`config.mk`:
```
export PLATFORM = sky130hd
export DESIGN_NAME = gold_sequence_llr_descrambler_core_flat
export DESIGN_NICKNAME = d
export VERILOG_FILES = /design/src/design/gslld_pkg.sv /design/src/design/gslld_if.sv /design/src/design/gslld_gen.sv /design/src/design/gslld_fsm.sv /design/src/design/gold_sequence_llr_descrambler_core.sv /design/src/flat_wrapper.sv
export VERILOG_INCLUDE_DIRS = /design/src /design/src/design
export SDC_FILE = /design/constraint.sdc
export NUM_CORES = 1
export LEC_CHECK = 0
export ABC_CLOCK_PERIOD_IN_PS = 5600
export BUFFER_PORTS_ARGS = -buffer_cell sky130_fd_sc_hd__buf_4
export CORE_MARGIN = 3
export CORE_UTILIZATION = 45
export CTS_CLUSTER_SIZE = 28
export DETAILED_ROUTE_END_ITERATION = 8
export PLACE_DENSITY = 0.65
export SLEW_MARGIN = 0
export SYNTH_ARGS = -nofsm -noshare
export SYNTH_HDL_FRONTEND = slang
export SYNTH_HIERARCHICAL = 1
export SYNTH_SLANG_ARGS = --single-unit
export TNS_END_PERCENT = 100
```
`constraint.sdc`:
```
create_clock -name clk_i -period 5.6 [get_ports clk_i]
set_input_delay 0 -clock clk_i [delete_from_list [all_inputs] [get_ports clk_i]]
set_output_delay 0 -clock clk_i [all_outputs]
set_load 0.1 [all_outputs]
```
`src/design/assert_macros.svh`:
```
// assertion macros shared by the descrambler rtl
// no dependencies; included by modules that carry checks
`ifndef ASSERT_MACROS_SVH
`define ASSERT_MACROS_SVH
`ifndef NO_ASSERTIONS
`define ASSERT_CLKD(lbl, clk, rstn, prop) \
  lbl: assert property (@(posedge clk) disable iff (!rstn) prop) \
    else $error("assertion failed");
`define ASSERT_NEVER(lbl, clk, rstn, prop) \
  lbl: assert property (@(posedge clk) disable iff (!rstn) !(prop)) \
    else $error("forbidden condition seen");
`else
`define ASSERT_CLKD(lbl, clk, rstn, prop)
`define ASSERT_NEVER(lbl, clk, rstn, prop)
`endif
`endif

```
`src/design/gslld_pkg.sv`:
```
// types and constants of the gold sequence llr descrambler
// no dependencies
package gslld_pkg;

  localparam int unsigned LLR_BITS_DEF = 16;
  localparam int unsigned LLR_W        = 16;
  localparam int unsigned WORD_W       = 32;
  localparam int unsigned CELL_W       = 10;
  localparam int unsigned SEQ_W        = 31;
  localparam int unsigned SHIFT_W      = 3;
  localparam int unsigned SPAN_W       = 10;
  localparam int unsigned SKIP_W       = SHIFT_W + SPAN_W;
  localparam int unsigned CNT_W        = 14;
  localparam int unsigned IDX_W        = 5;
  localparam int unsigned CFG_IDX_W    = 2;

  localparam logic [CNT_W-1:0]  WARMUP_STEPS = CNT_W'(1600);
  localparam logic [WORD_W-1:0] BYPASS_RESET = 32'h0100_0041;
  localparam logic [SEQ_W-1:0]  X1_SEED      = SEQ_W'(1);

  // configuration register indexes
  localparam logic [CFG_IDX_W-1:0] CFG_CELL_ID = 2'd0;
  localparam logic [CFG_IDX_W-1:0] CFG_BYPASS  = 2'd1;

  typedef enum logic [1:0] {
    FUNC_START = 2'd0,
    FUNC_LLR   = 2'd1,
    FUNC_WORD  = 2'd2
  } func_e;

  typedef enum logic [2:0] {
    ST_IDLE,
    ST_SKIP,
    ST_WORD,
    ST_WDONE
  } state_e;

  typedef struct packed {
    logic gen_load;
    logic skip_step;
    logic llr_fire;
    logic word_load;
    logic word_step;
    logic word_done;
  } ctl_t;

  typedef struct packed {
    logic load;
    logic adv;
  } gen_cmd_t;

endpackage

```
`src/design/gslld_if.sv`:
```
// handshake channels of the descrambler: input items, results, config writes
// depends on gslld_pkg
interface gslld_in_if;
  logic                                valid;
  logic                                ready;
  logic [1:0]                          func;
  logic [gslld_pkg::SHIFT_W-1:0]       shift_index;
  logic [gslld_pkg::SPAN_W-1:0]        span_length;
  logic signed [gslld_pkg::LLR_W-1:0]  llr_in;
  logic [gslld_pkg::WORD_W-1:0]        payload_word;

  modport source (output valid, func, shift_index, span_length, llr_in, payload_word,
                  input ready);
  modport sink (input valid, func, shift_index, span_length, llr_in, payload_word,
                output ready);
endinterface

interface gslld_out_if;
  logic                                valid;
  logic                                ready;
  logic signed [gslld_pkg::LLR_W-1:0]  llr_out;
  logic [gslld_pkg::WORD_W-1:0]        word_out;

  modport source (output valid, llr_out, word_out, input ready);
  modport sink (input valid, llr_out, word_out, output ready);
endinterface

interface gslld_cfg_if;
  logic                                valid;
  logic                                ready;
  logic [gslld_pkg::CFG_IDX_W-1:0]     index;
  logic [gslld_pkg::WORD_W-1:0]        data;

  modport source (output valid, index, data, input ready);
  modport sink (input valid, index, data, output ready);
endinterface

```
`src/design/gslld_gen.sv`:
```
// gold sequence generator: the two 31-bit lfsrs, one step per cycle while advanced
// depends on gslld_pkg
module gslld_gen (
  input  logic                           clk_i,
  input  logic                           rst_ni,
  input  gslld_pkg::gen_cmd_t            cmd_i,
  input  logic [gslld_pkg::SEQ_W-1:0]    seed_i,
  output logic                           c_o
);

  logic [gslld_pkg::SEQ_W-1:0] x1_q, x1_d;
  logic [gslld_pkg::SEQ_W-1:0] x2_q, x2_d;
  logic                        f1, f2;

  assign f1  = x1_q[0] ^ x1_q[3];
  assign f2  = x2_q[0] ^ x2_q[1] ^ x2_q[2] ^ x2_q[3];
  assign c_o = x1_q[0] ^ x2_q[0];

  always_comb begin
    x1_d = x1_q;
    x2_d = x2_q;
    if (cmd_i.load) begin
      x1_d = gslld_pkg::X1_SEED;
      x2_d = seed_i;
    end else if (cmd_i.adv) begin
      x1_d = {f1, x1_q[gslld_pkg::SEQ_W-1:1]};
      x2_d = {f2, x2_q[gslld_pkg::SEQ_W-1:1]};
    end
  end

  // reset seeds the cell 0 generator, the warm-up runs right after
  always_ff @(posedge clk_i or negedge rst_ni) begin
    if (!rst_ni) begin
      x1_q <= gslld_pkg::X1_SEED;
      x2_q <= '0;
    end else begin
      x1_q <= x1_d;
      x2_q <= x2_d;
    end
  end

endmodule

```
`src/design/gslld_fsm.sv`:
```
// sequencer: warm-up and skip count, payload bit walk, item acceptance
// depends on gslld_pkg and assert_macros.svh
`include "assert_macros.svh"

module gslld_fsm (
  input  logic                           clk_i,
  input  logic                           rst_ni,
  input  logic                           in_valid_i,
  input  logic [1:0]                     func_i,
  input  logic [gslld_pkg::SKIP_W-1:0]   skip_i,
  input  logic                           out_free_i,
  output logic                           in_ready_o,
  output gslld_pkg::ctl_t                ctl_o,
  output logic [gslld_pkg::IDX_W-1:0]    idx_o
);

  gslld_pkg::state_e             state_q, state_d;
  logic [gslld_pkg::CNT_W-1:0]   cnt_q, cnt_d;
  logic [gslld_pkg::IDX_W-1:0]   idx_q, idx_d;
  logic                          accept;
  logic                          word_last;

  assign in_ready_o = (state_q == gslld_pkg::ST_IDLE) && out_free_i;
  assign accept     = in_valid_i && in_ready_o;
  assign idx_o      = idx_q;
  assign word_last  = (state_q == gslld_pkg::ST_WORD) && (idx_q == '1);

  // next state
  always_comb begin
    state_d = state_q;
    cnt_d   = cnt_q;
    idx_d   = idx_q;
    case (state_q)
      gslld_pkg::ST_IDLE: begin
        if (in_valid_i && out_free_i) begin
          case (gslld_pkg::func_e'(func_i))
            gslld_pkg::FUNC_START: begin
              state_d = gslld_pkg::ST_SKIP;
              cnt_d   = gslld_pkg::WARMUP_STEPS + gslld_pkg::CNT_W'(skip_i);
            end
            gslld_pkg::FUNC_WORD: begin
              state_d = gslld_pkg::ST_WORD;
              idx_d   = '0;
            end
            default: ;
          endcase
        end
      end
      gslld_pkg::ST_SKIP: begin
        cnt_d = cnt_q - 1'b1;
        if (cnt_q == gslld_pkg::CNT_W'(1)) begin
          state_d = gslld_pkg::ST_IDLE;
        end
      end
      gslld_pkg::ST_WORD: begin
        idx_d = idx_q + 1'b1;
        if (idx_q == '1) begin
          state_d = gslld_pkg::ST_WDONE;
        end
      end
      gslld_pkg::ST_WDONE: begin
        if (out_free_i) begin
          state_d = gslld_pkg::ST_IDLE;
        end
      end
      default: state_d = gslld_pkg::ST_IDLE;
    endcase
  end

  // outputs
  always_comb begin
    ctl_o = '0;
    case (state_q)
      gslld_pkg::ST_IDLE: begin
        ctl_o.gen_load  = accept && (func_i == gslld_pkg::FUNC_START);
        ctl_o.llr_fire  = accept && (func_i == gslld_pkg::FUNC_LLR);
        ctl_o.word_load = accept && (func_i == gslld_pkg::FUNC_WORD);
      end
      gslld_pkg::ST_SKIP:  ctl_o.skip_step = 1'b1;
      gslld_pkg::ST_WORD:  ctl_o.word_step = 1'b1;
      gslld_pkg::ST_WDONE: ctl_o.word_done = out_free_i;
      default: ;
    endcase
  end

  // reset enters the cell 0 warm-up
  always_ff @(posedge clk_i or negedge rst_ni) begin
    if (!rst_ni) begin
      state_q <= gslld_pkg::ST_SKIP;
      cnt_q   <= gslld_pkg::WARMUP_STEPS;
      idx_q   <= '0;
    end else begin
      state_q <= state_d;
      cnt_q   <= cnt_d;
      idx_q   <= idx_d;
    end
  end

  `ASSERT_CLKD(a_skip_cnt_live, clk_i, rst_ni, (state_q == gslld_pkg::ST_SKIP) |-> (cnt_q != '0))
  `ASSERT_CLKD(a_load_to_skip, clk_i, rst_ni, ctl_o.gen_load |=> (state_q == gslld_pkg::ST_SKIP))
  `ASSERT_CLKD(a_word_walk_end, clk_i, rst_ni, word_last |=> (state_q == gslld_pkg::ST_WDONE))

endmodule

```
`src/design/gold_sequence_llr_descrambler_core.sv`:
```
// gold sequence llr descrambler: llr item registered into the result register when taken, one llr per cycle
// while the result register is free; payload word: one generator step per non-bypassed bit, then result load;
// start item reseeds the single-step lfsr unit and steps it through warm-up plus shift_index*span_length.
// after reset a warm-up for cell 0 runs; no item is taken until it ends,
// config writes are taken at any time. async active-low reset clears control and sets config to its reset values.
`include "assert_macros.svh"

module gold_sequence_llr_descrambler_core #(
  parameter int unsigned LLR_BITS = gslld_pkg::LLR_BITS_DEF
) (
  input  logic  clk_i,
  input  logic  rst_ni,
  gslld_in_if.sink    in_i,
  gslld_out_if.source out_o,
  gslld_cfg_if.sink   cfg_i
);

  // saturation bounds inside the llr width
  localparam logic signed [LLR_BITS-1:0] LlrMin = {1'b1, {(LLR_BITS-1){1'b0}}};
  localparam logic signed [LLR_BITS-1:0] LlrMax = ~LlrMin;

  // configuration registers
  logic [gslld_pkg::CELL_W-1:0] cell_id_q;
  logic [gslld_pkg::WORD_W-1:0] bypass_q;

  // sequencer and generator
  gslld_pkg::ctl_t              ctl;
  gslld_pkg::gen_cmd_t          gen_cmd;
  logic [gslld_pkg::IDX_W-1:0]  idx;
  logic                         c_bit;
  logic                         out_free;
  logic [gslld_pkg::SKIP_W-1:0] skip;
  logic                         byp_bit;

  // payload walk and result register
  logic [gslld_pkg::WORD_W-1:0]       word_q;
  logic                               out_valid_q;
  logic signed [gslld_pkg::LLR_W-1:0] llr_out_q;
  logic [gslld_pkg::WORD_W-1:0]       word_out_q;

  // llr datapath
  logic signed [LLR_BITS-1:0] llr_v;
  logic signed [LLR_BITS-1:0] llr_neg;
  logic signed [LLR_BITS-1:0] llr_res;

  // config port never stalls
  assign cfg_i.ready = 1'b1;

  always_ff @(posedge clk_i or negedge rst_ni) begin
    if (!rst_ni) begin
      cell_id_q <= '0;
      bypass_q  <= gslld_pkg::BYPASS_RESET;
    end else if (cfg_i.valid) begin
      case (cfg_i.index)
        gslld_pkg::CFG_CELL_ID: cell_id_q <= cfg_i.data[gslld_pkg::CELL_W-1:0];
        gslld_pkg::CFG_BYPASS:  bypass_q  <= cfg_i.data;
        default: ;
      endcase
    end
  end

  // result register is free when empty or being drained this cycle
  assign out_free = !out_valid_q || out_o.ready;
  // skip length in sequence positions, at most 7 * 1023
  assign skip     = gslld_pkg::SHIFT_W'(in_i.shift_index) * gslld_pkg::SKIP_W'(in_i.span_length);

  gslld_fsm u_fsm (
    .clk_i      (clk_i),
    .rst_ni     (rst_ni),
    .in_valid_i (in_i.valid),
    .func_i     (in_i.func),
    .skip_i     (skip),
    .out_free_i (out_free),
    .in_ready_o (in_i.ready),
    .ctl_o      (ctl),
    .idx_o      (idx)
  );

  // bypassed payload bits consume no sequence bit
  assign byp_bit      = bypass_q[idx];
  assign gen_cmd.load = ctl.gen_load;
  assign gen_cmd.adv  = ctl.skip_step || ctl.llr_fire || (ctl.word_step && !byp_bit);

  gslld_gen u_gen (
    .clk_i  (clk_i),
    .rst_ni (rst_ni),
    .cmd_i  (gen_cmd),
    .seed_i (gslld_pkg::SEQ_W'(cell_id_q)),
    .c_o    (c_bit)
  );

  // soft value: low LLR_BITS bits, negated with saturation when the sequence bit is set
  assign llr_v   = in_i.llr_in[LLR_BITS-1:0];
  assign llr_neg = (llr_v == LlrMin) ? LlrMax : -llr_v;
  assign llr_res = c_bit ? llr_neg : llr_v;

  // payload word shifts right, descrambled bit enters at the top; in place once all 32 bits have passed
  always_ff @(posedge clk_i) begin
    if (ctl.word_load) begin
      word_q <= in_i.payload_word;
    end else if (ctl.word_step) begin
      word_q <= {word_q[0] ^ (c_bit && !byp_bit), word_q[gslld_pkg::WORD_W-1:1]};
    end
  end

  // result register, decouples the sink from the sequencer
  always_ff @(posedge clk_i or negedge rst_ni) begin
    if (!rst_ni) begin
      out_valid_q <= 1'b0;
    end else if (ctl.llr_fire || ctl.word_done) begin
      out_valid_q <= 1'b1;
    end else if (out_o.ready) begin
      out_valid_q <= 1'b0;
    end
  end

  always_ff @(posedge clk_i) begin
    if (ctl.llr_fire) begin
      llr_out_q  <= gslld_pkg::LLR_W'(llr_res);
      word_out_q <= '0;
    end else if (ctl.word_done) begin
      llr_out_q  <= '0;
      word_out_q <= word_q;
    end
  end

  assign out_o.valid    = out_valid_q;
  assign out_o.llr_out  = llr_out_q;
  assign out_o.word_out = word_out_q;

  `ASSERT_NEVER(a_no_llr_overwrite, clk_i, rst_ni, ctl.llr_fire && out_valid_q && !out_o.ready)
  `ASSERT_NEVER(a_no_word_overwrite, clk_i, rst_ni, ctl.word_done && out_valid_q && !out_o.ready)
  `ASSERT_CLKD(a_llr_result_up, clk_i, rst_ni, ctl.llr_fire |=> out_valid_q)

endmodule

```
`src/flat_wrapper.sv`:
```
// flat-port wrapper written by rule: the top's interface ports become plain ports
module gold_sequence_llr_descrambler_core_flat 
#(
  parameter int unsigned LLR_BITS = gslld_pkg::LLR_BITS_DEF
)
  (clk_i, rst_ni, in_i_valid, in_i_func, in_i_shift_index, in_i_span_length, in_i_llr_in, in_i_payload_word, in_i_ready, out_o_valid, out_o_llr_out, out_o_word_out, out_o_ready, cfg_i_valid, cfg_i_index, cfg_i_data, cfg_i_ready);
  gslld_in_if in_i_i ();
  gslld_out_if out_o_i ();
  gslld_cfg_if cfg_i_i ();
  input  logic clk_i;
  input  logic rst_ni;
  input wire logic [$bits(in_i_i.valid)-1:0] in_i_valid;
  input wire logic [$bits(in_i_i.func)-1:0] in_i_func;
  input wire logic [$bits(in_i_i.shift_index)-1:0] in_i_shift_index;
  input wire logic [$bits(in_i_i.span_length)-1:0] in_i_span_length;
  input wire logic [$bits(in_i_i.llr_in)-1:0] in_i_llr_in;
  input wire logic [$bits(in_i_i.payload_word)-1:0] in_i_payload_word;
  output wire logic [$bits(in_i_i.ready)-1:0] in_i_ready;
  output wire logic [$bits(out_o_i.valid)-1:0] out_o_valid;
  output wire logic [$bits(out_o_i.llr_out)-1:0] out_o_llr_out;
  output wire logic [$bits(out_o_i.word_out)-1:0] out_o_word_out;
  input wire logic [$bits(out_o_i.ready)-1:0] out_o_ready;
  input wire logic [$bits(cfg_i_i.valid)-1:0] cfg_i_valid;
  input wire logic [$bits(cfg_i_i.index)-1:0] cfg_i_index;
  input wire logic [$bits(cfg_i_i.data)-1:0] cfg_i_data;
  output wire logic [$bits(cfg_i_i.ready)-1:0] cfg_i_ready;
  assign in_i_i.valid = in_i_valid;
  assign in_i_i.func = in_i_func;
  assign in_i_i.shift_index = in_i_shift_index;
  assign in_i_i.span_length = in_i_span_length;
  assign in_i_i.llr_in = in_i_llr_in;
  assign in_i_i.payload_word = in_i_payload_word;
  assign in_i_ready = in_i_i.ready;
  assign out_o_valid = out_o_i.valid;
  assign out_o_llr_out = out_o_i.llr_out;
  assign out_o_word_out = out_o_i.word_out;
  assign out_o_i.ready = out_o_ready;
  assign cfg_i_i.valid = cfg_i_valid;
  assign cfg_i_i.index = cfg_i_index;
  assign cfg_i_i.data = cfg_i_data;
  assign cfg_i_ready = cfg_i_i.ready;
  gold_sequence_llr_descrambler_core #(.LLR_BITS(LLR_BITS)) u_core (.clk_i(clk_i), .rst_ni(rst_ni), .in_i(in_i_i), .out_o(out_o_i), .cfg_i(cfg_i_i));
endmodule
```
-- Yosys cells after proc, flatten, opt, wreduce, memory -nomap -nowiden
Cells that the tools add are included.
- bits in writable memories: 0
- register bits after elaboration: 207
- bits in read-only memories: 0
- output and inout port bits: 51
- memories kept: 0
- latch bits: 0
- logic and storage cells: 98
- bits of input ports: 102
- bitwise logic cells: 6
- equal/unequal tests: 16
- multiplexer cells: 31
- div/mod/pow operators: 0
- order comparisons: 1
- shifts and indexed selects: 0
- reductions and logical operators: 28
- multiply operators: 1
- $add $sub $neg: 4
- operator list (cell ; count):
    $mux 31 ; 4
    $mux 16 ; 4
    $mux 32 ; 2
    $mux 14 ; 2
    $pmux 14 s2 ; 1
    $eq 16x16->1 const B ; 1
    $neg 16->16 ; 1
    $add 11x13->14 const A ; 1
    $eq 14x1->1 const B ; 1
    $sub 14x1->14 const B ; 1
    $mul 3x10->13 ; 1
    $mux 3 ; 4
    $pmux 3 s4 ; 1
    $reduce_bool 2->1 ; 6
    $mux 5 ; 2
    $pmux 5 s2 ; 1
    $logic_and 1x1->1 ; 8
    $ne 2x1->1 const B ; 4
    $mux 1 ; 7
    $eq 3x2->1 const B ; 2
    $lt 5x6->1 const B ; 1
    $pmux 3 s2 ; 1
    $reduce_and 3->1 ; 2
    $xor 1x1->1 ; 6
    15 further kinds ; 23

-- Depth between registers and ports, before layout
- depth in word-level cells: 10
- gate-level depth with buffers: 17
- gate-level depth less buffers: 16

-- Cells and area by module
The synthesis kept the hierarchy.
- by module, submodules not included (module ; sequential area each (um^2) ; cells an instance ; times used ; area each (um^2)):
    gold_sequence_llr_descrambler_core ; 3161.8 ; 496 ; 1 ; 6157.2
    gslld_gen ; 1552.7 ; 240 ; 1 ; 2733.9
    gslld_fsm ; 530.5 ; 138 ; 1 ; 1388.8

-- Worst setup path after synthesis
OpenSTA, ideal clock, no wires.
- path type: register to output
- from: register u_core.out_valid_q, in the netlist u_core/out_o.valid
- to: output in_i_ready
- buffers on the path: 0
- slack: 2.222 ns
- data required time: 5.600 ns
- cell stages (with the launch flop): 3
- arrival time: 3.378 ns
- cell sequence: dfrtp_1 > nand2b_1 > nor3b_1
- cells in the longest elaborated chain, start to end: 3
- ends and longest elaborated chain (what ; RTL line ; RTL):
    from (decl) ; gold_sequence_llr_descrambler_core.sv:37 ; logic out_valid_q;
    from (signal assigned) ; gold_sequence_llr_descrambler_core.sv:109 ; out_valid_q <= 1'b0;
    from (signal assigned) ; gold_sequence_llr_descrambler_core.sv:111 ; out_valid_q <= 1'b1;
    from (signal assigned) ; gold_sequence_llr_descrambler_core.sv:113 ; out_valid_q <= 1'b0;
    $logic_not 1->1 ; gold_sequence_llr_descrambler_core.sv:63 ; assign out_free = !out_valid_q || out_o.ready;
    $logic_or 1x1->1 ; gold_sequence_llr_descrambler_core.sv:63 ;
    via u_core.out_free ; gold_sequence_llr_descrambler_core.sv:31 ; logic out_free;
    $logic_and 1x1->1 ; gslld_fsm.sv:23 ; assign in_ready_o = (state_q == gslld_pkg::ST_IDLE) && out_free_i;
    to (decl) ; flat_wrapper.sv:18 ; output wire logic [$bits(in_i_i.ready)-1:0] in_i_ready;
The timed path passes the listed nets, and every way through them passes these cells.

==> results by stage <==
Outcome:
- The flow ran to the end, and the final reports show no timing, DRC or antenna violations.

Floorplan:
- The area of the die is between 20000 and 25000 um2.
- The die is 157.1 um wide.
- The floorplan step defined a core boundary enclosing roughly 22000 um2.
- The initial utilization of the core area, before any placement, comes to 46.39%.
- The number of standard-cell rows in the floorplan is 54.
- In this run the vertical extent of the chip is 157.1 um.
- For this design the top-level I/O count stands at 153.

Setup path:
- The setup check on the worst reg-to-reg path leaves a slack of 2.42 ns.
- The maximum fanout count along the critical path is between 60 and 70.
- The cell with the biggest individual delay on the critical path is sky130_fd_sc_hd__a211o_4.
- The critical path goes through mux4_2, mux2i_1, o32ai_2, nor3_4, a211o_4, mux2i_1, o21ai_1.
- In this run the critical register-to-register path is captured at u_core/u_gen/x2_q[18].
- The category of the worst setup path capture point is a register.
- The worst reg2reg path startpoint is u_core/u_fsm/idx_o[2].
- For this run, the slowest stage of the critical path takes 0.82 ns.
- The path type of the worst setup path is reg -> reg.
- The type of origin of the critical path is a register.
- The number of cells traversed by the worst register-to-register path is 7.
- The signal arrival time at the worst endpoint is about 3.6 ns.
- For the worst setup path, the data required time is 5.97 ns.
- Among the stages of the critical path, the cell type that occurs most often is sky130_fd_sc_hd__mux2i_1.

Power:
- The worst-case vdd ir drop is 0.4053 mV.
- Total power for the finished layout comes to 0.006931 W.
- The total internal power is ~0.004 W.
- The proportion of power drawn by flip-flops and latches is a little over a third.
- In this run switching power makes up 42.13% of total power.
- The switching power total is 0.002920 W.
- Dividing total power by cell area gives a power density of 523.1 nW/um2.
- For this design the static power due to leakage is 5.820 nW.
- The proportion of power drawn by the clock network is 21.1%.
- Per report_power, the combinational group accounts for 43.8% of the total.

Timing:
- The worst path needs 3.184 ns of the cycle, external delays included.
- Based on the critical path, the design can be clocked at up to 314.1 MHz.
- Setup repair after global routing left no endpoint under its margin.
- The worst path uses a little under three fifths of the clock period.
- Setup violations remaining at the end of the flow were counted as 0.
- The worst clock skew is 0.01880 ns.
- The final-report max-slew violation count is 0.
- The final count of hold timing violations is 0.
- Across all setup checks in the final design, the least slack found is 2.416 ns.
- The total negative setup slack is 0 ns.
- In this run the tightest slew margin relative to its limit is between 20% and 30%.
- The worst-margin pin slew is 1.069 ns.

Clock tree:
- After clock tree synthesis, the clock-pin slew on the worst setup and hold paths is about 0.060 ns.
- CTS built an H-tree with a depth of 1.
- Counting along the longest clock path gives a buffer depth of 3.
- For this design, the sink count on the clock tree is 206.
- The clock buffer count from CTS is 24.
- The source-to-sink clock delay at the later pin of the worst-skew pair is ~0.52 ns.
- Buffers added to address setup during post-CTS repair amount to 0.
- TritonCTS built the clock tree.
- The clock root buffer is sky130_fd_sc_hd__clkbuf_16.

Yosys:
- In this run, synthesis inferred 48 flip-flops with an integrated enable.
- The synthesized instance count is 874.
- For this run, the number of Yosys warnings is 6.
- Sequential elements use 51.02% of the synthesized area.
- The commonest register cell after synthesis is sky130_fd_sc_hd__dfrtp_1.
- The synthesized netlist contains between 70 and 80 unique library cells.
- The total standard cell area after synthesis is 10280 um2.
- For this run, asynchronously set or reset flops after synthesis account for 61.17%.
- The synthesized area per cell is 11.76 um2.
- The synthesized design contains 206 register bits.

Final layout:
- The layout overhead on the synthesized area is 28.89%.
- The final non-filler cell total is about 1400.
- The fraction of final layout cells sized beyond drive strength 1 is 26.78%.
- The number of nets in the finished design is between 1000 and 1500.
- The repair_antennas step left the layout with diodes totalling 0.

GRT:
- Global routing used 28.90% of the available met2 tracks.
- The global routing stage identified its most utilized layer as met2.
- For this run the aggregate overflow at the end of global routing stands at 0.
- Global routing consumed, over all layers together, 17.79% of the routing resources.
- The largest net degree at the start of global routing is 109.
- The met3 track demand over resource in global routing is between 3 and 4%.
- The via count of the first global-routing pass is 7484.
- The first global-routing pass estimated 36.54 mm of wire.
- The global-route track usage on met1 is 24.70%.
- The initial antenna violation count is 0.

Worst hold path:
- The tightest min-delay check is of the in -> reg type.
- For hold timing, the worst endpoint is u_core/cell_id_q[0].
- The worst hold path was traced through 4 stages.
- The origin of the worst min-delay path is cfg_i_index[1].

Route:
- For this run, design rule violations remaining after detail routing come to 0.
- In the routed layout, each cell is associated on average with a via count of 5.084.
- The number of search-and-repair iterations in the first detailed-routing pass is 4.
- Once detail routing completed, the nets flagged for antenna violations numbered 0.
- The final wirelength is 21.94 mm.
- The total via count in the routed design is 7194.
- Dividing the detail-routed wire length by the instance count gives ~16 um.
- In this run, the number of DRC markers left after iteration 0 of detailed routing was 383.

Placement:
- After legalization and detailed placement, the total HPWL measured between 10 and 15 mm.
- The count of port buffers added during placement is 151.
- At the end of routability-driven placement, the weighted congestion stood at 0.7938.
- In this run, placement finished with an instance count of 1282.
- The worst slack at placement is 2.255 ns.

Run:
- The number of violations of the max-capacitance limit is 0.
==> kinds of logic (layout without fill, tap and decap cells) <==
| family | after synthesis | count (layout) | share of synthesized area (%) |
|---|---|---|---|
| buffers and inverters | 79 | 320 | 4.114 |
| adders and majority gates | 27 | 27 | 3.944 |
| xor gates and xnor gates | 29 | 29 | 2.471 |
| and+or+nand+nor | 236 | 236 | 11.21 |
| muxes | 180 | 180 | 19.28 |
| DFF | 206 | 206 | 51.02 |
| other | 2 | 22 | 0.07306 |
| AOI/OAI and AO/OA | 115 | 115 | 7.887 |
==> cells in the final DEF, fill, tap and decap left out, types with 4 or more instances in the layout <==
cell type and count:
sky130_fd_sc_hd__dlygate4sd3_1 89, sky130_fd_sc_hd__nand3_1 12, sky130_fd_sc_hd__conb_1 22, sky130_fd_sc_hd__a21boi_1 5, sky130_fd_sc_hd__a21boi_2 5, sky130_fd_sc_hd__edfxtp_1 48
sky130_fd_sc_hd__nand3b_1 4, sky130_fd_sc_hd__o31ai_1 5, sky130_fd_sc_hd__nand2b_1 6, sky130_fd_sc_hd__o21ai_1 31, sky130_fd_sc_hd__or4_1 4, sky130_fd_sc_hd__mux2i_1 99
sky130_fd_sc_hd__o211ai_1 8, sky130_fd_sc_hd__nor2b_1 5, sky130_fd_sc_hd__dfstp_2 8, sky130_fd_sc_hd__o21ai_0 10, sky130_fd_sc_hd__mux4_2 7, sky130_fd_sc_hd__nor2_1 80
sky130_fd_sc_hd__and2_1 7, sky130_fd_sc_hd__dfrtp_1 118, sky130_fd_sc_hd__a21boi_0 4, sky130_fd_sc_hd__dfxtp_1 32, sky130_fd_sc_hd__nor3_1 9, sky130_fd_sc_hd__xor2_1 16
sky130_fd_sc_hd__xnor2_1 13, sky130_fd_sc_hd__or3_1 5, sky130_fd_sc_hd__nor3b_1 4, sky130_fd_sc_hd__a21oi_1 11, sky130_fd_sc_hd__clkbuf_16 25, sky130_fd_sc_hd__buf_4 156
sky130_fd_sc_hd__nand2_1 74, sky130_fd_sc_hd__ha_1 18, sky130_fd_sc_hd__fa_1 9, sky130_fd_sc_hd__clkbuf_1 9, sky130_fd_sc_hd__mux2_2 74, sky130_fd_sc_hd__inv_1 30
==> worst max-delay path, delay by kind of cell (launching register included) <==
| kind | cells | cell delay [ns] |
|---|---|---|
| compound gates | 3 | 1.01 |
| flops | 1 | 0.69 |
| mux | 3 | 1.05 |
| simple gates | 1 | 0.25 |
==> power by group through the flow <==
stage	Sequential [W]	Clock, W	Combinational, W
after floorplan	0.00332	0	0.00152
after CTS	0.00243	0.00151	0.00305
after detailed placement	0.00244	0	0.00299
after global routing	0.00250	0.00157	0.00327
after global placement	0.00245	0	0.00294
final	0.00243	0.00146	0.00303
==> metrics by stage <==
stage	hold slack, ns	area [um2]	util, %
after floorplan	-0.2956	10350	-
after global placement	0.1887	11600	52.37
after detailed placement	0.1841	11600	52.37
after CTS	0.02061	13250	59.79
after global routing	0.03067	13250	59.79
final	0.04298	13250	59.79
==> routing by layer <==
| layer | up-vias | part of all wire, % |
|---|---|---|
| met4 | 0 | 2.1 |
| met3 | 37 | 4.8 |
| met5 | - | 0 |
| li1 | 3564 | - |
| met2 | 150 | 47 |
| met1 | 3443 | 46 |
==> worst max-delay path by stage <==
stage	end	from	slack, ns	cells past startpoint
floorplan	in_i_ready	u_core/out_o.valid	2.22	2
global placement	u_core/u_fsm/cnt_q[12]	in_i_shift_index[2]	2.29	14
detailed placement	u_core/u_fsm/cnt_q[12]	in_i_shift_index[2]	2.25	14
CTS	u_core/u_gen/x2_q[18]	u_core/u_fsm/idx_o[2]	2.40	7
global route	u_core/u_fsm/cnt_q[10]	in_i_span_length[0]	2.11	17
finish	u_core/u_gen/x2_q[18]	u_core/u_fsm/idx_o[2]	2.42	7
==> synthesized netlist by cell type (6+ instances only) <==
library cell	number	share of area [%]
sky130_fd_sc_hd__clkbuf_1	20	0.73
sky130_fd_sc_hd__o211ai_1	8	0.58
sky130_fd_sc_hd__and2_1	7	0.43
sky130_fd_sc_hd__ha_1	18	2.2
sky130_fd_sc_hd__dfstp_2	8	2.0
sky130_fd_sc_hd__mux2i_1	99	9.6
sky130_fd_sc_hd__fa_1	9	1.8
sky130_fd_sc_hd__edfxtp_1	48	14
sky130_fd_sc_hd__buf_2	9	0.44
sky130_fd_sc_hd__buf_6	10	1.1
sky130_fd_sc_hd__mux2_2	74	8.1
sky130_fd_sc_hd__dfxtp_1	32	6.2
sky130_fd_sc_hd__dfrtp_1	118	29
sky130_fd_sc_hd__nand3_1	12	0.58
sky130_fd_sc_hd__o21ai_1	31	1.5
sky130_fd_sc_hd__o21ai_0	10	0.49
sky130_fd_sc_hd__mux4_2	7	1.5
sky130_fd_sc_hd__inv_1	30	1.1
sky130_fd_sc_hd__nand2_1	74	2.7
sky130_fd_sc_hd__a21oi_1	11	0.54
sky130_fd_sc_hd__xnor2_1	13	1.1
sky130_fd_sc_hd__nor3_1	10	0.49
sky130_fd_sc_hd__nor2_1	81	3.0
sky130_fd_sc_hd__xor2_1	16	1.4
sky130_fd_sc_hd__nand2b_1	6	0.37
==> registers in the layout, indices dropped and copies added (netlist names), 10 cells and up <==
| register | count |
|---|---|
| u_core/bypass_q | 32 |
| u_core/cell_id_q | 10 |
| u_core/out_o.llr_out | 16 |
| u_core/out_o.word_out | 32 |
| u_core/u_fsm/cnt_q | 14 |
| u_core/u_gen/x1_q | 31 |
| u_core/u_gen/x2_q | 31 |
| u_core/word_q | 32 |
==> final cells by class <==
type	instances	area [um2]
flip-flops and latches	206	5245
clock buffers	37	700.7
clock inverters	7	53.80
inverters	31	128.9
repair buffers	245	2062
multi-input cells	609	4710
fillers	1801	8911
well taps	280	350.3
==> timing repair <==
| action | 4_1_cts | 5_1_grt |
|---|---|---|
| hold buffers | 89 | 0 |
| endpoints found under the hold margin | 160 | 0 |
| gates resized for setup | 0 | 0 |
(Power assumes the default switching activity.)
